File: config.mk
export PLATFORM = sky130hd
export DESIGN_NAME = ccf_ram
export DESIGN_NICKNAME = d
export VERILOG_FILES = /design/src/ccf_ram.sv
export SDC_FILE = /design/constraint.sdc
export NUM_CORES = 1
export LEC_CHECK = 0
export BUFFER_PORTS_ARGS = -buffer_cell sky130_fd_sc_hd__buf_2
export CAP_MARGIN = 20
export CORE_MARGIN = 2
export CORE_UTILIZATION = 45
export DETAILED_ROUTE_END_ITERATION = 16
export PLACE_DENSITY = 0.67
export SETUP_SLACK_MARGIN = 0.5
export SLEW_MARGIN = 20
export SYNTH_ARGS = -nofsm -noshare
export SYNTH_HDL_FRONTEND = slang
export SYNTH_SLANG_ARGS = --single-unit
File: constraint.sdc
create_clock -name clk -period 1.9 [get_ports clk]
set_clock_uncertainty 0.15 [all_clocks]
set_input_delay 0.095 -clock clk [delete_from_list [all_inputs] [get_ports clk]]
set_output_delay 0.095 -clock clk [all_outputs]
set_load 0.005 [all_outputs]
File: src/ccf_ram.sv
// ----------------------------------------------------------------------------
// ccf_ram
// Generic single-write, single-read RAM with registered read data.
// ----------------------------------------------------------------------------
`default_nettype none

module ccf_ram #(
    parameter int WIDTH = 18,
    parameter int DEPTH = 31
) (
    input  wire logic                     clk,
    input  wire logic                     we,
    input  wire logic [$clog2(DEPTH)-1:0] waddr,
    input  wire logic [WIDTH-1:0]         wdata,
    input  wire logic [$clog2(DEPTH)-1:0] raddr,
    output logic      [WIDTH-1:0]         rdata
);

    logic [WIDTH-1:0] mem_reg [DEPTH];

    always_ff @(posedge clk)
    begin
        if (we)
        begin
            mem_reg[waddr] <= wdata;
        end
        rdata <= mem_reg[raddr];
    end

endmodule

`default_nettype wire

# Yosys cells after proc, flatten, opt, wreduce, memory -nomap -nowiden
# Memory sizes are Yosys's and may differ from the RTL's. A register that Yosys moved wholly into a read port is not among the register bits.
# Cells that the tools add are included.
totals:
  register_bits: 0
  latchBits: 0
  mem_bits_rw: 558
  mem_bits_ro: 0
  output_inout_bits: 18
  mem_count: 1
mem_list:
  columns: ["name", "depth", "width", "read_ports", "rd_ports_with_merged_regs", "wr", "line_no", "text"]
  rows:
  - ["mem_reg", 31, 18, 1, 1, 1, "19", "logic [WIDTH-1:0] mem_reg [DEPTH];"]
classes:
  add_sub_neg: 0
  n_mul: 0
  div: 0
  magnitude_cmp: 0
  n_eq_ne: 0
  shift: 0
  muxes: 2
  bitwise: 0
  n_reduce_logical: 0
op_table:
  columns: ["operator", "count"]
  rows:
  - ["1-bit 2-to-1 mux", 2]

# Longest topological paths before layout
logic_depth:
  depth_word: 2
  depth_mapped: 8

# Worst setup path before layout
# Ideal clock, no wire load.
synth_timing:
  path_type: "input port to flip-flop"
  start: "input waddr[1]"
  end: "memory mem_reg[12][0], enable pin"
  arrival_ps: 1529
  setup_slack_ps: -172
  stages: 3
  path_buffers: 1
  path_cell_list: "or3b_2 clkbuf_1 nor2_1"
synth_rtl:
  columns: ["item", "line_no", "text"]
  rows:
  - ["from (decl)", "13", "input wire logic [$clog2(DEPTH)-1:0] waddr,"]
  - ["to (decl)", "19", null]
# No word-level cell before the write port.

==> flow_metrics.env <==
export IMPL_synth_common_cells="edfxtp_1, mux2i_1, mux4_2, a22oi_1, nor2_1"
export IMPL_p_leak_nw=8.53
export IMPL_placementRows=80
export IMPL_core_area_um2=47900
export IMPL_final_nets=1263
export IMPL_synth_edf_count=558
export IMPL_syn_avg_cell_area_um2=20.6
export IMPL_die_h_um=225
export IMPL_port_buffers=47
export IMPL_drt_iter0_markers=999
export IMPL_die_area_um2=50600
export IMPL_cts_root_buffer="clkbuf_16"
export IMPL_place_ws_ns=-0.0935
export IMPL_clock_sinks=576
export IMPL_post_cts_setup_buffer_count=0
export IMPL_drcViolationCount=0
export IMPL_insertion_delay_ns=0.60
export IMPL_drive_gt1_frac=0.295
export IMPL_path_class="reg2reg"
export IMPL_fillers=3574
export IMPL_crit_arrival_ns=1.91
export IMPL_synthTopCellsByArea="edfxtp_1, mux4_2, mux2i_1"
export IMPL_syn_nets=1098
export IMPL_largest_reg_flops=558
export IMPL_final_area_um2=26100
export IMPL_rsz0062_at_grt="true"
export IMPL_seq_power_share=0.539
export IMPL_min_period_over_period=0.834
export IMPL_total_power_mw=26.3
export IMPL_power_share_clock=0.407
export IMPL_finalSetupViolCount=0
export IMPL_grt_max_degree=32
export IMPL_antenna_found_initial=0
export IMPL_worst_slew_pin_transition_ns=0.959
export IMPL_critPathCaptureType="flop"
export IMPL_yosysTopAreaCell="edfxtp_1"
export IMPL_wl_um=52100
export IMPL_grt_use_total=0.211
export IMPL_via_per_inst=5.82
export IMPL_wire_per_inst_um=27.5
export IMPL_h_tree_depth=2
export IMPL_critPathRequiredTime_ns=2.22
export IMPL_cts_buffer_depth=3
export IMPL_firstDrtPassIters=5
export IMPL_yosysSeqAreaShare=0.779
export IMPL_drv_slew=0
export IMPL_die_x_um=225
export IMPL_dpl_cell_area_um2=23900
export IMPL_synth_most_common_cell="edfxtp_1"
export IMPL_cts_tree="built"
export IMPL_pwr_share_comb=0.054
export IMPL_diodes=0
export IMPL_period_minus_slack_ns=1.58
export IMPL_start_util=0.458
export IMPL_dp_cells=1772
export IMPL_p_int_mw=21.0
export IMPL_slew_headroom=0.358
export IMPL_worstPathMaxFanout=1
export IMPL_ys_types=38
export IMPL_synth_async_sr_flop_share=0
export IMPL_yosys_warnings=0
export IMPL_power_net_switching_mw=5.36
export IMPL_detail_route_antenna_nets=0
export IMPL_max_freq_mhz=631
export IMPL_setup_slack_ns=0.316
export IMPL_switching_share=0.204
export IMPL_numCtsBuffers=54
export IMPL_gp_congestion=0.797
export IMPL_cts_hold_buf=20
export IMPL_syn_inst=1068
export IMPL_clk_pin_slew_worst_paths_ns=0.06
export IMPL_hold_class="in2reg"
export IMPL_final_util=0.544
export IMPL_startpoint_type="flop"
export IMPL_violations="hold timing"
export IMPL_dp_hpwl_um=31500
export IMPL_stdcell_count=1892
export IMPL_grt_overflow=0
export IMPL_maxCapViolations=0
export IMPL_synth_top_area_frac=0.763
export IMPL_synth_main_ff_cell="edfxtp_1"
export IMPL_num_vias=11000
export IMPL_ir_worst_vdd_mv=0.871
export IMPL_first_global_vias=11100
export IMPL_synth_area_um2=22000
export IMPL_grt_pass1_wl_um=75700
export IMPL_whs_ns=-0.0290
export IMPL_ys_ff_latch=576
export IMPL_pwr_density_cell_nw_per_um2=1010
export IMPL_finalHoldViolCount=3
export IMPL_io_pins=48
export IMPL_area_growth_pct=18.7
export IMPL_run_status="finished with violations"
cell families (layout without fill, tap and decap cells):
group | Yosys count | after routing | share of synthesized area
DFF | 576 | 576 | 0.779
muxes | 182 | 182 | 0.135
and+or+nand+nor | 142 | 142 | 0.0319
AOI/OAI and AO/OA | 111 | 111 | 0.0358
buffers and inverters | 57 | 266 | 0.0185
worst max-delay path: stages (launching register included):
cell	delay (ns)
edfxtp_1	0.37
mux4_2	0.50
o22a_1	0.22
o22ai_1	0.15
a211oi_1	0.07
metal layers:
layer  share of wire  GRT usage  wire length (um)  vias up
li1                -          -                 -     4759
met1            0.43      0.297             22200     5753
met2            0.48      0.339             25100      423
met3           0.064     0.0344              3320       75
met4           0.028     0.0728              1450        0
met5               0          0                 0        -
what timing repair did:
| action | in CTS | in global routing |
|---|---|---|
| endpoints found under the hold margin | 567 | 3 |
| setup endpoints to repair | 20 | 18 |
| resized for setup | 30 | 6 |
| pin swaps | 6 | 1 |
power groups by stage:
stage	clock network, mW	logic, mW	registers (mW)
CTS	10.9	1.43	14.2
floorplan	0	0.749	14.4
finish	10.7	1.43	14.2
global route	11.4	1.53	14.2
global placement	0	1.34	14.5
detailed placement	0	1.36	14.5
through the flow:
step / hold slack, ns / setup TNS, ns
after detailed placement: 0.343 / -0.0935
after CTS: -0.0509 / 0
after floorplan: 0.0439 / 0
after global routing: -0.00818 / 0
after global placement: 0.344 / -0.0352
final: -0.0290 / 0
cells in the final DEF (no fill, tap or decap), types with 13 or more instances in the layout:
master and instances:
nor2_2 15, buf_12 38, mux2i_1 93, buf_4 62
nor2_4 16, dfxtp_1 16, a22oi_2 26, o21ai_0 13
dlygate4sd3_1 19, mux4_2 86, nand2_1 30, nand4_1 19
edfxtp_1 558, buf_2 45, clkbuf_16 55, a22oi_1 44
clkbuf_1 15, nand3_1 19
area by class of cell:
type / count / area [um2] / share of cell area
flip-flops and latches: 576 / 17100 / 0.657
multi-input cells: 435 / 4750 / 0.182
repair buffers: 166 / 1670 / 0.0640
clock buffers: 77 / 1530 / 0.0586
well taps: 615 / 769 / 0.0295
clock inverters: 23 / 234 / 0.00897
path summary, 6_finish.rpt:
check | slack [ns] | from | end | cells past startpoint
worst max-delay path | 0.32 | mem_reg[22][4] | rdata[4] | 4
worst min register to register | 0.48 | mem_reg[30][7] | rdata[7] | 4
worst min-delay path | -0.03 | waddr[3] | mem_reg[28][17] | 3
worst max register to register | 0.32 | mem_reg[22][4] | rdata[4] | 4
Note: power is estimated with default switching activity, not from simulation.
