--- src/ccf_pkg.sv ---
// ----------------------------------------------------------------------------
// ccf_pkg
// Shared constants, codes and types for the cascaded centered FIR over runs.
// ----------------------------------------------------------------------------
`default_nettype none

package ccf_pkg;

    localparam int MAX_HALF_TAPS = 15;
    localparam int SAMPLE_WIDTH  = 24;
    localparam int COEF_WIDTH    = 18;

    localparam int TAPS    = 2 * MAX_HALF_TAPS + 1;
    localparam int TAP_W   = $clog2(TAPS);
    localparam int HALF_W  = $clog2(MAX_HALF_TAPS + 1);
    localparam int PROD_W  = SAMPLE_WIDTH + COEF_WIDTH;
    localparam int ACC_W   = PROD_W + TAP_W;
    localparam int FRAC    = COEF_WIDTH - 1;
    localparam int CFG_W   = 4;
    localparam int CIDX_W  = 2;
    localparam int RUN_W   = 7;
    localparam int RUN_MAX = 127;
    localparam int CMP_W   = (TAP_W + 1 > RUN_W) ? TAP_W + 1 : RUN_W;

    localparam logic signed [ACC_W-1:0] RND_BIAS = ACC_W'(1) << (FRAC - 1);
    localparam logic signed [ACC_W-1:0] SAT_HI   = (ACC_W'(1) << (SAMPLE_WIDTH - 1)) - ACC_W'(1);
    localparam logic signed [ACC_W-1:0] SAT_LO   = ~SAT_HI;

    // word modes
    localparam logic [1:0] MODE_SAMPLE     = 2'd0;
    localparam logic [1:0] MODE_LP_COEF    = 2'd1;
    localparam logic [1:0] MODE_NOTCH_COEF = 2'd2;

    // config register indexes
    localparam logic [CIDX_W-1:0] REG_NOTCH_EN   = 2'd0;
    localparam logic [CIDX_W-1:0] REG_NOTCH_HALF = 2'd1;
    localparam logic [CIDX_W-1:0] REG_LP_HALF    = 2'd2;

    typedef struct packed {
        logic                            clip;
        logic signed [SAMPLE_WIDTH-1:0]  value;
    } tap_t;

    typedef struct packed {
        logic clear;
        logic mul_en;
    } mac_ctrl_t;

    typedef struct packed {
        logic                            busy;
        logic                            clip;
        logic signed [SAMPLE_WIDTH-1:0]  value;
    } mac_status_t;

    function automatic logic [HALF_W-1:0] clamp_half(input logic [CFG_W-1:0] h);
        if (int'(h) > MAX_HALF_TAPS)
            return HALF_W'(MAX_HALF_TAPS);
        else
            return HALF_W'(h);
    endfunction

endpackage

`default_nettype wire

--- src/ccf_delay_line.sv ---
// ----------------------------------------------------------------------------
// ccf_delay_line
// Shift-register delay line with one registered read tap.
// ----------------------------------------------------------------------------
`default_nettype none

module ccf_delay_line
    import ccf_pkg::*;
(
    input  wire logic             clk,
    input  wire logic             rst_n,
    input  wire logic             shift_en,
    input  wire tap_t             shift_in,
    input  wire logic [TAP_W-1:0] rd_idx,
    output tap_t                  rd_data
);

    tap_t line_reg [TAPS];
    tap_t rd_data_reg;

    always_ff @(posedge clk or negedge rst_n)
    begin
        if (!rst_n)
        begin
            for (int i = 0; i < TAPS; i++)
            begin
                line_reg[i] <= '0;
            end
        end
        else if (shift_en)
        begin
            line_reg[0] <= shift_in;
            for (int i = 1; i < TAPS; i++)
            begin
                line_reg[i] <= line_reg[i-1];
            end
        end
    end

    always_ff @(posedge clk)
    begin
        rd_data_reg <= line_reg[rd_idx];
    end

    assign rd_data = rd_data_reg;

endmodule

`default_nettype wire

--- config.mk ---
export PLATFORM = sky130hd
export DESIGN_NAME = ccf_delay_line
export DESIGN_NICKNAME = d
export VERILOG_FILES = /design/src/ccf_pkg.sv /design/src/ccf_delay_line.sv
export SDC_FILE = /design/constraint.sdc
export NUM_CORES = 1
export LEC_CHECK = 0
export BUFFER_PORTS_ARGS = -buffer_cell sky130_fd_sc_hd__buf_4
export CORE_UTILIZATION = 60
export CTS_BUF_LIST = sky130_fd_sc_hd__clkbuf_8 sky130_fd_sc_hd__clkbuf_16
export DETAILED_ROUTE_END_ITERATION = 8
export PLACE_DENSITY = 0.77
export SYNTH_ARGS = -nofsm -noshare
export SYNTH_HDL_FRONTEND = slang
export SYNTH_SLANG_ARGS = --single-unit
export TNS_END_PERCENT = 20
--- constraint.sdc ---
create_clock -name clk -period 1.85 [get_ports clk]
set_clock_uncertainty 0.2 [all_clocks]
set_input_delay 0.185 -clock clk [delete_from_list [all_inputs] [get_ports clk]]
set_output_delay 0.185 -clock clk [all_outputs]
set_load 0.05 [all_outputs]
======== Yosys cells after proc, flatten, opt, wreduce, memory -nomap -nowiden ========
Index checks and enable logic that the tools add are counted.
cells by class
  $lt $le $gt $ge ......................... 1
  mux-type cells .......................... 3
  bitwise operators ....................... 1
operator list
  kind                                         count
  25-bit binary-select mux with 5-bit select   1
  25-bit two-way mux                           2
  6-bit >= comparator (second input constant)  1
  5-bit NOT with 6-bit output                  1
storage, ports and cells
  bits in registers ....................... 800
  bits of input ports ..................... 33
  output and inout bits ................... 25

======== Logic depth before layout (Yosys ltp) ========
  word-level depth ........................ 4
  mapped depth ............................ 7
  gate-level depth less buffers ........... 4

======== Worst setup path before layout ========
No wires, ideal clock.
  path kind ............................... input to register
  start point ............................. in rd_idx[0]
  end point ............................... reg rd_data_reg (netlist bit rd_data[10])
  path slack .............................. 0.217 ns
  arrival ................................. 1.308 ns
  stages on the path ...................... 5
  data required time ...................... 1.525 ns
  setup time .............................. 0.125 ns
  cell sequence ........................... buf_6 > buf_4 > mux4_2 > a21oi_1 > a211oi_2
on the way
  cells in the longest elaborated chain, start to end .. 4
RTL lines
  element                                                 RTL line              RTL
  from (decl)                                             ccf_delay_line.sv:14  input wire logic [TAP_W-1:0] rd_idx,
  5-bit NOT with 6-bit output (implied by the code)       ccf_delay_line.sv:42  rd_data_reg <= line_reg[rd_idx];
  25-bit binary-select mux with 5-bit select              ccf_delay_line.sv:42
  25-bit two-way mux (implied by the code) (2 in series)  ccf_delay_line.sv:42
  to (signal assigned)                                    ccf_delay_line.sv:42
  to (decl)                                               ccf_delay_line.sv:19  tap_t rd_data_reg;
Every way passes these cells. The select of a mux whose other input is x is not followed.
A chain may end at the register's enable or synchronous reset.

======== Final worst setup path ========
  start point ............................. in rd_idx[2]
  end point ............................... reg rd_data_reg (netlist bit rd_data[6])
The elaborated chain is that of the path after synthesis.

==> impl_metrics.csv <==
group,metric,value,unit
outcome,run_status,"complete, no violations",
pwr,intPower,42.71,mW
drt,drt-wirelength-per-cell,23.07,um
finish,layoutNonFillerInstCount,3484,
finish,layout.cells.most_common,"sky130_fd_sc_hd__dfrtp_1",
critical_path,critPathLaunchType,"input pin",
critical_path,critical_path.cell_chain,"dlygate4sd3_1 -> buf_8 -> or3_1 -> buf_4 -> o221ai_1 -> a21oi_1 -> a211oi_2",
floorplan,floorplan.die_area,0.06051,mm2
yosys,synth_sequential_area_ratio,55.70,%
drt,drt-pass1-iter-count,5,
placed_design,half_perimeter_wire_length_after_placement,50460,um
finish,largest_register_ffs,775,
yosys,synth-async-reset-ratio,96.88,%
floorplan,row_count,89,
global_routing,grt_overflow,0,
floorplan,die_ht,246.0,um
pwr,power.share.clock,27.4,%
drt,postRouteWirelength,80380,um
yosys,postSynthNetCount,2457,
yosys,yosys_register_bits,800,
placed_design,pre_cts_ws,-0.1636,ns
global_routing,first_global_vias,23310,
critical_path,cp-end-kind,"flip-flop",
cts,cts.clk_slew.worst_paths,0.06,ns
critical_path,crit_type,"input pin to flip-flop",
critical_path,cp_max_fo,17,
pwr,pwr-share-comb,22.9,%
finish,finalNetCount,2677,
finish,layout.cells.most_common_list,"sky130_fd_sc_hd__dfrtp_1 (775), sky130_fd_sc_hd__mux2_2 (750), sky130_fd_sc_hd__mux2i_1 (275), sky130_fd_sc_hd__buf_4 (174), sky130_fd_sc_hd__o22ai_1 (100)",
hold_path,hold_path_depth,4,
cts,clk_latency,0.64,ns
finish,post_route_cells_drive_above_1_share,44.49,%
pwr,cellPowerDensity,1439,mW/mm2
hold_path,hold_class,"input pin to flip-flop",
yosys,ys_types,30,
timing,max_slew_margin,55.73,%
yosys,synth_area_leaders,"sky130_fd_sc_hd__dfrtp_1 (54%), sky130_fd_sc_hd__mux2_2 (24%), sky130_fd_sc_hd__mux2i_1 (7.7%)",
pwr,vdd_drop_max,0.001130,V
floorplan,core_region_area,0.05891,mm2
timing,timing.hold.ws,0.04305,ns
finish,area_growth,17.14,%
placed_design,placed_cells,3261,
drt,remaining_drc_errors,0,
cts,cts_root_buf,"sky130_fd_sc_hd__clkbuf_16",
cts,tritoncts,"done",
drt,routed_via_density,6.104,
cts,h-tree-depth,3,
yosys,post_synth.cell_area_avg,14.73,um2
global_routing,grt_antenna_before_repair,0,
yosys,synth_edf_count,0,
yosys,yosys_most_used_dff,"sky130_fd_sc_hd__dfrtp_1",
timing,layout_min_cycle_time,1.841,ns
timing,final_min_period_over_clock_period,99.51,%
pwr,cellLeakagePower,18.81,nW
critical_path,worst_path_largest_cell_delay,0.57,ns
finish,final_area,0.04184,mm2
global_routing,groute.usage.overall,27.37,%
pwr,power_switching_share,29.09,%
run,cap_viol_max_count,0,
critical_path,r2r_cells,5,
cts,number_of_sinks_handled_by_clock_tree_synthesis,800,
critical_path,worstPathRequired,2.21,ns
timing,least_setup_slack_across_all_paths_after_layout,0.009077,ns
yosys,syn_area,0.03572,mm2
finish,diodes,0,
yosys,ys_warn_count,0,
global_routing,largest_net_degree_at_the_start_of_global_routing,95,
global_routing,grt_pass1_wl,128600,um
cts,numCtsBuffers,82,
placed_design,dpl-instance-area,0.03832,mm2
drt,drtAntennaViolNets,0,
drt,total_number_of_vias,21270,
timing,rsz0062_at_grt,"true",
timing,transition_time_at_the_pin_with_the_least_slew_margin,0.6619,ns
pwr,portion_of_total_power_attributed_to_sequential_cells,49.7,%
cts,clock_tree.buffer_depth,3,
pwr,switch_pwr,17.52,mW
floorplan,floorplan.die.width,246.0,um
floorplan,initial_cell_density_of_the_core,60.63,%
timing,drv_slew,0,
placed_design,io_buffers,57,
yosys,yosysTopAreaCellShare,54.30,%
timing,final-hold-violation-count,0,
yosys,synthCells,2424,
critical_path,critPathArrivalTime,2.20,ns
finish,layout.core_utilization,71.02,%
placed_design,globalplace.congestion,0.8170,
cts,post_cts_buffers,0,
floorplan,design.portCount,58,
timing,max_clock_freq,0.5432,GHz
yosys,post-synth-top-area-cell,"sky130_fd_sc_hd__dfrtp_1",
critical_path,cp_slowest_cell,"sky130_fd_sc_hd__dlygate4sd3_1",
drt,detailedRoute.firstIterationViolations,1180,
timing,setup_viol_count_final,0,
## cells in the mapped netlist, types with 20 or more instances
master and count:
sky130_fd_sc_hd__a21oi_1 25, sky130_fd_sc_hd__mux4_2 45, sky130_fd_sc_hd__buf_2 109, sky130_fd_sc_hd__o22ai_1 100, sky130_fd_sc_hd__o211ai_1 25, sky130_fd_sc_hd__mux2i_1 275, sky130_fd_sc_hd__nand2_1 27, sky130_fd_sc_hd__dfrtp_1 775
sky130_fd_sc_hd__nor3_1 50, sky130_fd_sc_hd__o21ai_0 25, sky130_fd_sc_hd__clkbuf_1 27, sky130_fd_sc_hd__mux2_2 750, sky130_fd_sc_hd__a211oi_2 21, sky130_fd_sc_hd__buf_6 20, sky130_fd_sc_hd__inv_1 25, sky130_fd_sc_hd__o221ai_1 50
sky130_fd_sc_hd__dfxtp_1 25
## power groups by stage
stage / Sequential, mW / Combinational [mW] / Clock, mW
3_5_place_dp: 30.1 / 13.5 / 0
4_1_cts: 29.9 / 13.9 / 16.8
5_1_grt: 30.9 / 15.0 / 17.5
3_3_place_gp: 29.5 / 12.8 / 0
6_report: 29.9 / 13.8 / 16.5
2_1_floorplan: 28.5 / 10.2 / 0
## final cells by class
type	instances	area (um2)
clock inverters	50	410.4
clock buffers	101	2336
flip-flops and latches	800	19890
inverters	25	93.84
well taps	773	967.2
fillers	3763	17070
repair buffers	322	3556
multi-input cells	1413	14580
## critical path, delay by kind of cell
| kind | cells | cell delay [ns] |
|---|---|---|
| AO/OA/AOI/OAI | 3 | 0.55 |
| AND/OR/NAND/NOR | 1 | 0.42 |
| buffers and inverters | 3 | 1.01 |
## per-layer routing
| layer | share of wire (%) | vias to the layer above | GRT usage, % |
|---|---|---|---|
| li1 | - | 9475 | - |
| met1 | 41 | 11160 | 34.44 |
| met2 | 51 | 467 | 47.81 |
| met3 | 4.1 | 163 | 4.183 |
| met4 | 3.3 | 0 | 9.920 |
| met5 | 0 | - | 0 |
## path summary, 6_finish.rpt
kind	startpoint	to	slack (ns)
max in group asynchronous	rst_n	line_reg[65]	0.29
worst max-delay path	rd_idx[2]	rd_data[6]	0.009
worst min register to register	line_reg[49]	line_reg[24]	0.30
worst max register to register	line_reg[763]	rd_data[13]	0.18
min in group asynchronous	rst_n	line_reg[495]	0.42
worst min-delay path	shift_en	line_reg[1]	0.04
## stage by stage
stage / power [mW] / setup TNS (ns)
after floorplan: 38.66 / 0
after global placement: 42.36 / -0.3803
after detailed placement: 43.56 / -0.7077
after CTS: 60.59 / 0
after global routing: 63.36 / 0
final: 60.22 / 0
## timing repair
action	in CTS	in global routing
hold buffers	71	2
setup endpoints to repair	0	24
resized for setup	0	5
hold endpoints to repair	935	12
## logic make-up after synthesis
group,share of synthesized area [%]
muxes,34.56
AOI/OAI and AO/OA,5.023
and+or+nand+nor,1.184
buffers and inverters,3.535
DFF,55.70
(Power assumes the default switching activity.)
