### src/ccf_pkg.sv
// ----------------------------------------------------------------------------
// ccf_pkg
// Shared constants, codes and types for the cascaded centered FIR over runs.
// ----------------------------------------------------------------------------
`default_nettype none

package ccf_pkg;

    localparam int MAX_HALF_TAPS = 15;
    localparam int SAMPLE_WIDTH  = 24;
    localparam int COEF_WIDTH    = 18;

    localparam int TAPS    = 2 * MAX_HALF_TAPS + 1;
    localparam int TAP_W   = $clog2(TAPS);
    localparam int HALF_W  = $clog2(MAX_HALF_TAPS + 1);
    localparam int PROD_W  = SAMPLE_WIDTH + COEF_WIDTH;
    localparam int ACC_W   = PROD_W + TAP_W;
    localparam int FRAC    = COEF_WIDTH - 1;
    localparam int CFG_W   = 4;
    localparam int CIDX_W  = 2;
    localparam int RUN_W   = 7;
    localparam int RUN_MAX = 127;
    localparam int CMP_W   = (TAP_W + 1 > RUN_W) ? TAP_W + 1 : RUN_W;

    localparam logic signed [ACC_W-1:0] RND_BIAS = ACC_W'(1) << (FRAC - 1);
    localparam logic signed [ACC_W-1:0] SAT_HI   = (ACC_W'(1) << (SAMPLE_WIDTH - 1)) - ACC_W'(1);
    localparam logic signed [ACC_W-1:0] SAT_LO   = ~SAT_HI;

    // word modes
    localparam logic [1:0] MODE_SAMPLE     = 2'd0;
    localparam logic [1:0] MODE_LP_COEF    = 2'd1;
    localparam logic [1:0] MODE_NOTCH_COEF = 2'd2;

    // config register indexes
    localparam logic [CIDX_W-1:0] REG_NOTCH_EN   = 2'd0;
    localparam logic [CIDX_W-1:0] REG_NOTCH_HALF = 2'd1;
    localparam logic [CIDX_W-1:0] REG_LP_HALF    = 2'd2;

    typedef struct packed {
        logic                            clip;
        logic signed [SAMPLE_WIDTH-1:0]  value;
    } tap_t;

    typedef struct packed {
        logic clear;
        logic mul_en;
    } mac_ctrl_t;

    typedef struct packed {
        logic                            busy;
        logic                            clip;
        logic signed [SAMPLE_WIDTH-1:0]  value;
    } mac_status_t;

    function automatic logic [HALF_W-1:0] clamp_half(input logic [CFG_W-1:0] h);
        if (int'(h) > MAX_HALF_TAPS)
            return HALF_W'(MAX_HALF_TAPS);
        else
            return HALF_W'(h);
    endfunction

endpackage

`default_nettype wire

### src/ccf_mac.sv
// ----------------------------------------------------------------------------
// ccf_mac
// Shared multiply-accumulate unit with round-half-up and saturation.
// ----------------------------------------------------------------------------
`default_nettype none

module ccf_mac
    import ccf_pkg::*;
(
    input  wire logic                           clk,
    input  wire logic                           rst_n,
    input  wire mac_ctrl_t                      ctrl,
    input  wire logic signed [COEF_WIDTH-1:0]   coef,
    input  wire logic signed [SAMPLE_WIDTH-1:0] smp,
    output mac_status_t                         status
);

    logic signed [PROD_W-1:0] prod_reg;
    logic signed [PROD_W-1:0] prod_next;
    logic                     pvld_reg;
    logic signed [ACC_W-1:0]  acc_reg;
    logic signed [ACC_W-1:0]  acc_next;
    logic signed [ACC_W-1:0]  rnd_sum;
    logic signed [ACC_W-1:0]  shifted;

    assign prod_next = coef * smp;

    always_comb
    begin
        acc_next = acc_reg;
        if (ctrl.clear)
            acc_next = '0;
        else if (pvld_reg)
            acc_next = acc_reg + ACC_W'(prod_reg);
    end

    always_ff @(posedge clk or negedge rst_n)
    begin
        if (!rst_n)
        begin
            pvld_reg <= 1'b0;
            acc_reg  <= '0;
        end
        else
        begin
            pvld_reg <= ctrl.mul_en;
            acc_reg  <= acc_next;
        end
    end

    always_ff @(posedge clk)
    begin
        prod_reg <= prod_next;
    end

    // floor shift after half-LSB bias gives round half up
    assign rnd_sum = acc_reg + RND_BIAS;
    assign shifted = rnd_sum >>> FRAC;

    always_comb
    begin
        status.busy = pvld_reg;
        if (shifted > SAT_HI)
        begin
            status.clip  = 1'b1;
            status.value = SAT_HI[SAMPLE_WIDTH-1:0];
        end
        else if (shifted < SAT_LO)
        begin
            status.clip  = 1'b1;
            status.value = SAT_LO[SAMPLE_WIDTH-1:0];
        end
        else
        begin
            status.clip  = 1'b0;
            status.value = shifted[SAMPLE_WIDTH-1:0];
        end
    end

endmodule

`default_nettype wire

### config.mk
export PLATFORM = sky130hd
export DESIGN_NAME = ccf_mac
export DESIGN_NICKNAME = d
export VERILOG_FILES = /design/src/ccf_pkg.sv /design/src/ccf_mac.sv
export SDC_FILE = /design/constraint.sdc
export NUM_CORES = 1
export LEC_CHECK = 0
export BUFFER_PORTS_ARGS = -buffer_cell sky130_fd_sc_hd__buf_2
export CAP_MARGIN = 20
export CORE_AREA = 2 2 298 300
export CTS_BUF_LIST = sky130_fd_sc_hd__clkbuf_8
export DETAILED_ROUTE_END_ITERATION = 8
export DIE_AREA = 0 0 300 302
export PLACE_DENSITY = 0.42
export SLEW_MARGIN = 20
export SYNTH_ARGS = -nofsm -noshare
export SYNTH_HDL_FRONTEND = slang
export SYNTH_SLANG_ARGS = --single-unit
### constraint.sdc
create_clock -name clk -period 3.6 [get_ports clk]
set_input_delay 0.18 -clock clk [delete_from_list [all_inputs] [get_ports clk]]
set_output_delay 0.18 -clock clk [all_outputs]
set_load 0.02 [all_outputs]
Word level (Yosys, flattened, before mapping). Cells that the tools add are included. Widths: inputs -> output; s select.

Bits in registers: 90. Input port bits: 46. Output and inout bits: 26. Word-level logic and storage cells: 13.

Add/sub/neg operators: 2. $mul: 1. Order comparisons: 2. Multiplexer cells: 4. Reductions and logical operators: 1.

Operators by type and width (number): $mux 47 (2); $mux 25 (2); $add 47x18->47 const B (1); $add 47x42->47 (1); $mul 18x24->42 (1); $gt 30x24->1 const B (1); $lt 30x24->1 const B (1); $reduce_bool 2->1 (1).

Longest topological paths before layout. Gate-level depths: netlist (run 1).

Word-level depth: 4. Mapped depth: 25. Gate-level depth less buffers: 24.

Worst setup path after synthesis (run 1). No wires, ideal clock.

Kind: input to register. Start: input smp[8]. End: register prod_reg[41]. Setup time: 72 ps. Arrival time: 6077 ps. Data required time: 3528 ps. Setup slack: -2549 ps. Stages: 22. Buffers on the path: 2. Cell sequence: clkbuf_1 -> clkbuf_1 -> nand2_1 -> fa_1 -> inv_1 -> fa_1 -> fa_1 -> fa_1 -> fa_1 -> inv_1 -> fa_1 -> inv_1 -> ha_1 -> a21o_1 -> a21o_1 -> a221oi_1 -> a2bb2oi_1 -> a31oi_1 -> o41ai_2 -> o2111ai_1 -> a21oi_1 -> xnor2_1.

Longest elaborated chain between the ends: 1.

RTL lines: start: declaration (RTL line ccf_mac.sv:14) `input wire logic signed [SAMPLE_WIDTH-1:0] smp,`; $mul 18x24->42 (RTL line ccf_mac.sv:26) `assign prod_next = coef * smp;`; named net prod_next[41] (RTL line ccf_mac.sv:19) `logic signed [PROD_W-1:0] prod_next;`; end signal: assignment (RTL line ccf_mac.sv:53) `prod_reg <= prod_next;`; end: declaration (RTL line ccf_mac.sv:18) `logic signed [PROD_W-1:0] prod_reg;`.

The timed path passes the listed nets, and every way through them passes these cells. A chain may end at the register's enable or synchronous reset.

Final worst setup path (run 1).
Start: input coef[1]. End: register prod_reg[31].

Longest elaborated chain between the ends: 1.

RTL lines: start: declaration (RTL line ccf_mac.sv:13) `input wire logic signed [COEF_WIDTH-1:0] coef,`; $mul 18x24->42 (RTL line ccf_mac.sv:26); named net prod_next[31] (RTL line ccf_mac.sv:19).

The timed path passes the listed nets, and every way through them passes these cells.

==> results of run 1 <==
worst max path at each step:
stage / from / end / slack (ns) / cells past startpoint
CTS: smp[4] / prod_reg[31] / -1.83 / 23
global placement: coef[4] / prod_reg[41] / -2.70 / 24
global route: coef[4] / prod_reg[31] / -2.11 / 24
floorplan: smp[17] / prod_reg[41] / -2.14 / 24
finish: coef[1] / prod_reg[31] / -1.89 / 22
detailed placement: smp[15] / prod_reg[31] / -2.70 / 22
cell type report:
class | count | area, µm²
antenna | 2 | 5.00
sequential | 90 | 2040
inverter | 504 | 1890
clock buffer | 9 | 124
timing repair buffer | 393 | 3540
fill | 9247 | 60000
clock inverter | 7 | 51.3
multi-input combinational | 1753 | 18500
tap | 1165 | 1460
layout by cell type (no fill, tap or decap), types with 16 or more instances in the layout:
cell,instances
fa_1,392
a21oi_1,71
nand2_1,295
nand4_1,18
dfrtp_1,47
buf_4,248
ha_1,113
nor2_1,111
o21ai_2,27
xor2_1,32
mux2i_1,25
a21o_1,46
buf_6,69
xnor2_1,63
and2_1,129
buf_2,34
ha_4,33
buf_12,24
and2_4,25
dfxtp_1,42
nand2_2,16
o21ai_0,24
o21ai_1,16
inv_2,60
fa_2,34
nand3_1,21
inv_1,445
per-layer routing:
| layer | share of wire | wire, µm | vias up |
|---|---|---|---|
| met3 | 0.020 | 1230 | 44 |
| met1 | 0.48 | 28700 | 8486 |
| met2 | 0.49 | 29600 | 211 |
| met4 | 0.014 | 862 | 0 |
| li1 | - | - | 8143 |
| met5 | 0 | 0 | - |
per-stage QoR:
stage / setup slack, ns / area (µm²) / hold slack (ns)
finish: -1.89 / 27600 / 0.266
global route: -2.11 / 27600 / 0.321
CTS: -1.83 / 27100 / 0.244
detailed placement: -2.70 / 25500 / 0.252
global placement: -2.70 / 25500 / 0.244
floorplan: -2.14 / 22500 / -0.116
worst max-delay path: stages:
cell and delay (ns):
buf_6 0.10, buf_6 0.19, nand2_1 0.10, fa_1 0.50
fa_1 0.50, inv_1 0.07, ha_4 0.25, fa_1 0.53
inv_2 0.05, fa_1 0.54, inv_2 0.04, fa_1 0.59
ha_4 0.23, o21a_1 0.10, o211ai_1 0.30, a31oi_4 0.09
o211ai_1 0.28, a21oi_2 0.11, or3_4 0.39, a22o_4 0.25
o41ai_4 0.21, xnor2_1 0.18
repair_timing:
item / in CTS / in global routing
hold buffers: 2 / 0
pin swaps: 149 / 79
setup endpoints to repair: 37 / 61
hold endpoints to repair: 25 / 0
buffers inserted: 47 / 19
gates resized for setup: 269 / 114
kinds of logic after synthesis:
kind of cell / share of synthesized area
AOI/OAI and AO/OA: 0.0994
xor gates and xnor gates: 0.0437
adders and majority gates: 0.482
buffers and inverters: 0.108
DFF: 0.0945
muxes: 0.0121
and+or+nand+nor: 0.160
==> results.json, run 1 <==
{
  "grt_pass1_wl_um": 100000,
  "timing.rr.start": "acc_reg[0]",
  "vias_per_cell": 4.30,
  "fmax_mhz": 182,
  "worstPathRequired_ns": 3.90,
  "ant_nets": 0,
  "drive_gt1_frac": 0.258,
  "core_um2": 87600,
  "wirelength_um": 60300,
  "min_to": "acc_reg[34]",
  "antenna_found_initial": 1,
  "syn_area_um2": 21600,
  "cts_tree": "yes",
  "post-dp-hpwl_um": 53400,
  "clk_transition_reported_paths_ns": 0.10,
  "maxCapViolations": 0,
  "synth-main-ff-cell": "dfrtp_1",
  "yosysSeqAreaShare": 0.0945,
  "wl_per_cell_um": 15.4,
  "whs_path_depth": 2,
  "grt_use_met1": 0.183,
  "use_met2": 0.241,
  "reg2regPathDepth": 11,
  "clock_skew_ns": 0.0207,
  "largest_register_ffs": 47,
  "rsz0062_at_grt": "yes",
  "die-height_um": 302,
  "worst_pin_slew_ns": 0.822,
  "fin_ws_ns": -1.89,
  "synth_edf_count": 0,
  "drt_iter0_drc": 657,
  "grt_max_degree": 49,
  "drc_errors": 0,
  "crit_path_start_kind": "primary input",
  "path_class": "primary input to flip-flop",
  "port-buffer-count": 71,
  "hold_path_class": "primary input to flip-flop",
  "r2r_slack_ns": 0.12,
  "grt_pass1_vias": 18803,
  "met3_usage": 0.00941,
  "ys_warn_count": 0,
  "setup_violations": 36,
  "grtUsageTotal": 0.137,
  "num_vias": 16884,
  "cts_buffers": 9,
  "clk-insertion-delay-late_ns": 0.40,
  "rows": 109,
  "netlist-cell-type-count": 85,
  "ys_ff_latch": 90,
  "yosysMostFrequentCell": "inv_1",
  "htreeDepth": 3,
  "drv_slew": 0,
  "cp.arrival_ns": 5.79,
  "finalHoldViolations": 0,
  "cts_root_buf": "clkbuf_8",
  "first_pass_iters": 5,
  "area_growth_pct": 27.7,
  "cp_max_fo": 15,
  "syn_nets": 3079,
  "die_w_um": 300,
  "overflow": 0,
  "maxSlewHeadroom": 0.452,
  "hold_start": "ctrl[1]",
  "layout.cells.non_filler": 3923,
  "critPathCaptureType": "flip-flop",
  "tns_ns": -47.03,
  "outcome": "finished, violations left",
  "ios": 72,
  "initial_utilization": 0.247,
  "violations": "setup timing",
  "fin_crit_sh": 1.53,
  "finish.utilization": 0.315,
  "fin_crit_ns": 5.49,
  "die_area_um2": 90600,
  "post-place-cells": 3844,
  "grt.busiest_layer": "met2",
  "synthTopCellsByArea": "fa_1, ha_1, inv_1, nand2_1, dfrtp_1",
  "synth_top_area_cell": "fa_1",
  "gp_congestion": 0.830,
  "r2r_end": "acc_reg[46]",
  "syn_inst": 2455,
  "clockBufferDepth": 2,
  "async_flop_share": 0.533,
  "synth_top_area_share": 0.395,
  "num-nets-final": 3375,
  "cts.sinks": 90,
  "synthTopCellsByCount": "inv_1, fa_1, nand2_1, and2_1, ha_1",
  "syn_avg_cell_area_um2": 8.81
}
Power of run 1 is not shown: default switching activity piles up to over one toggle a cycle in this logic, so the estimate is an artifact.
==> run 2, diff against run 1 <==
Settings changed: ABC_AREA from default to 1, CORE_AREA 2 2 298 300 to 2 2 311 313, DIE_AREA 0 0 300 302 to 0 0 313 315.
==> run 2 against run 1 <==
The run still ends with setup timing left. Largest cell class unchanged. Critical path depth grew 1. Critical path type unchanged. Setup slack gained 0.66 ns. Fmax grew 14%. Critical endpoint is now prod_reg[41].
==> results.json, run 2 <==
{
  "overflow": 0,
  "syn_area_um2": 23700,
  "synth_top_area_share": 0.360,
  "r2r_slack_ns": 0.71,
  "syn_inst": 3370,
  "cts_buffers": 9,
  "endpoint": "prod_reg[41]",
  "timing.rr.start": "acc_reg[0]",
  "reg2regPathDepth": 10,
  "drv_slew": 0,
  "num_antenna_cells": 0,
  "clock_skew_ns": 0.0116,
  "vias_per_cell": 4.24,
  "port-buffer-count": 71,
  "drt_iter0_drc": 995,
  "grt_pass1_wl_um": 131000,
  "maxCapViolations": 0,
  "ant_nets": 0,
  "clockBufferDepth": 2,
  "cp-startpoint": "coef[11]",
  "antenna_found_initial": 1,
  "layout.cells.non_filler": 5002,
  "maxSlewHeadroom": 0.499,
  "gp_congestion": 0.940,
  "drive_gt1_frac": 0.254,
  "wl_per_cell_um": 16.4,
  "first_pass_iters": 5,
  "fin_ws_ns": -1.23,
  "num-fill-cells": 10344,
  "synthTopCellsByArea": "fa_1, nand2_1, inv_1, ha_1, dfrtp_1",
  "post-route-cell-area_um2": 32000,
  "die-height_um": 315,
  "setup_violations": 35,
  "fmax_mhz": 207,
  "finalHoldViolations": 0,
  "post-place-cells": 4898,
  "critPathCaptureType": "flip-flop",
  "cts.sinks": 90,
  "outcome": "finished, violations left",
  "drc_errors": 0,
  "num-nets-final": 4345,
  "cts_root_buf": "clkbuf_8",
  "initial_utilization": 0.247,
  "r2r_end": "acc_reg[16]",
  "rows": 114,
  "area_growth_pct": 35.0,
  "core_um2": 95700,
  "final_common_cell": "nand2_1",
  "worst_pin_slew_ns": 0.744,
  "synth_edf_count": 0,
  "clk-insertion-delay-late_ns": 0.41,
  "hold_path_class": "primary input to flip-flop",
  "violations": "setup timing",
  "die_w_um": 313,
  "async_flop_share": 0.533,
  "htreeDepth": 3,
  "fin_crit_ns": 4.83,
  "clk_transition_reported_paths_ns": 0.10,
  "synth-main-ff-cell": "dfrtp_1",
  "synthTopCellsByCount": "nand2_1, inv_1, fa_1, nor2_1, ha_1",
  "rsz0062_at_grt": "yes",
  "ys_warn_count": 0,
  "synth_top_area_cell": "fa_1",
  "layout_common_cells": "nand2_1, inv_1, fa_1, buf_4, nor2_1",
  "ios": 72,
  "worstPathRequired_ns": 3.89,
  "cp_max_fo": 5,
  "path_class": "primary input to flip-flop",
  "fin_crit_sh": 1.34,
  "crit_path_start_kind": "primary input",
  "die_area_um2": 98600,
  "grt_pass1_vias": 23164,
  "yosysMostFrequentCell": "nand2_1",
  "largest_register_ffs": 47,
  "dp_worst_setup_slack_ns": -2.19,
  "ys_ff_latch": 90,
  "cp.arrival_ns": 5.12,
  "yosysSeqAreaShare": 0.0862,
  "wirelength_um": 81900,
  "cts_tree": "yes",
  "syn_nets": 3994,
  "post-dp-hpwl_um": 70600,
  "grtUsageTotal": 0.172,
  "num_vias": 21199,
  "syn_avg_cell_area_um2": 7.03,
  "grt_max_degree": 32,
  "placed_cell_area_um2": 28600,
  "netlist-cell-type-count": 46
}
==> run 2: cell types whose count changed after synthesis, sizes merged, moves of 10 or more <==
cell,delta
nand2b,-15
a21oi,+14
o21a,-10
nand2,+709
mux2i,-25
nand3,+83
nor2,+84
a211oi,-10
xnor2,-53
inv,+396
and2,-152
o21ai,+17
xor2,+10
a21o,-39
==> run 2: worst min-delay path by stage <==
stage	cells past startpoint	startpoint	to	slack (ns)
3_3_place_gp	1	rst_n	pvld_reg	0.18
3_5_place_dp	1	rst_n	pvld_reg	0.20
2_1_floorplan	0	rst_n	acc_reg[0]	-0.12
6_report	2	ctrl[1]	acc_reg[11]	0.04
5_1_grt	2	ctrl[1]	acc_reg[11]	0.02
4_1_cts	2	ctrl[1]	acc_reg[11]	0.005
==> run 2: logic make-up (layout without fill, tap and decap cells) <==
| family | count (synthesis) | count (layout) | synth area share |
|---|---|---|---|
| simple gates | 1414 | 1414 | 0.238 |
| xor+xnor | 64 | 64 | 0.0237 |
| compound gates | 226 | 226 | 0.0520 |
| buf+inv | 998 | 1354 | 0.159 |
| flops | 90 | 90 | 0.0862 |
| fa+ha+maj | 578 | 578 | 0.441 |
==> run 2: per-stage QoR <==
| stage | setup TNS, ns | hold slack (ns) | utilization |
|---|---|---|---|
| 2_1_floorplan | -35.87 | -0.116 | - |
| 3_3_place_gp | -61.17 | 0.183 | 0.299 |
| 3_5_place_dp | -61.59 | 0.197 | 0.299 |
| 4_1_cts | -34.33 | 0.00476 | 0.325 |
| 5_1_grt | -40.54 | 0.0158 | 0.334 |
| 6_report | -34.55 | 0.0374 | 0.334 |
==> run 2: worst max-delay path: stages <==
cell and delay (ns):
buf_12 0.08, buf_12 0.14, buf_8 0.13, buf_4 0.13, nand2_1 0.08, fa_1 0.48
inv_1 0.05, fa_1 0.52, fa_1 0.46, fa_1 0.55, fa_1 0.50, inv_1 0.05
fa_1 0.51, inv_2 0.04, ha_4 0.29, nand2_4 0.06, buf_4 0.13, nor2_2 0.11
nand2_1 0.11, nor2_2 0.14, nand4_1 0.17, nand3_1 0.13, nand2_1 0.08
==> run 2: cell type report <==
cell class              instances  area [µm²]  share of cell area
repair buffers                438        4600               0.144
flip-flops and latches         90        2040              0.0639
clock buffers                  10         138             0.00431
inverters                     900        3400               0.106
clock inverters                 6        81.3             0.00255
well taps                    1276        1600              0.0500
multi-input cells            2282       20100               0.629
==> run 2: what timing repair did <==
item	4_1_cts	5_1_grt
endpoints found under the setup margin	36	36
pin swaps	163	121
hold buffers	2	0
buffers inserted	56	28
gates resized for setup	457	189
endpoints found under the hold margin	18	0
gates cloned	7	1
==> run 2: per-layer routing <==
| metal | global-route usage | share of wire |
|---|---|---|
| met5 | 0 | 0.00016 |
| met4 | 0.0452 | 0.026 |
| met3 | 0.0179 | 0.033 |
| met2 | 0.300 | 0.48 |
| met1 | 0.225 | 0.46 |
Power of run 2 is left out for the same reason.
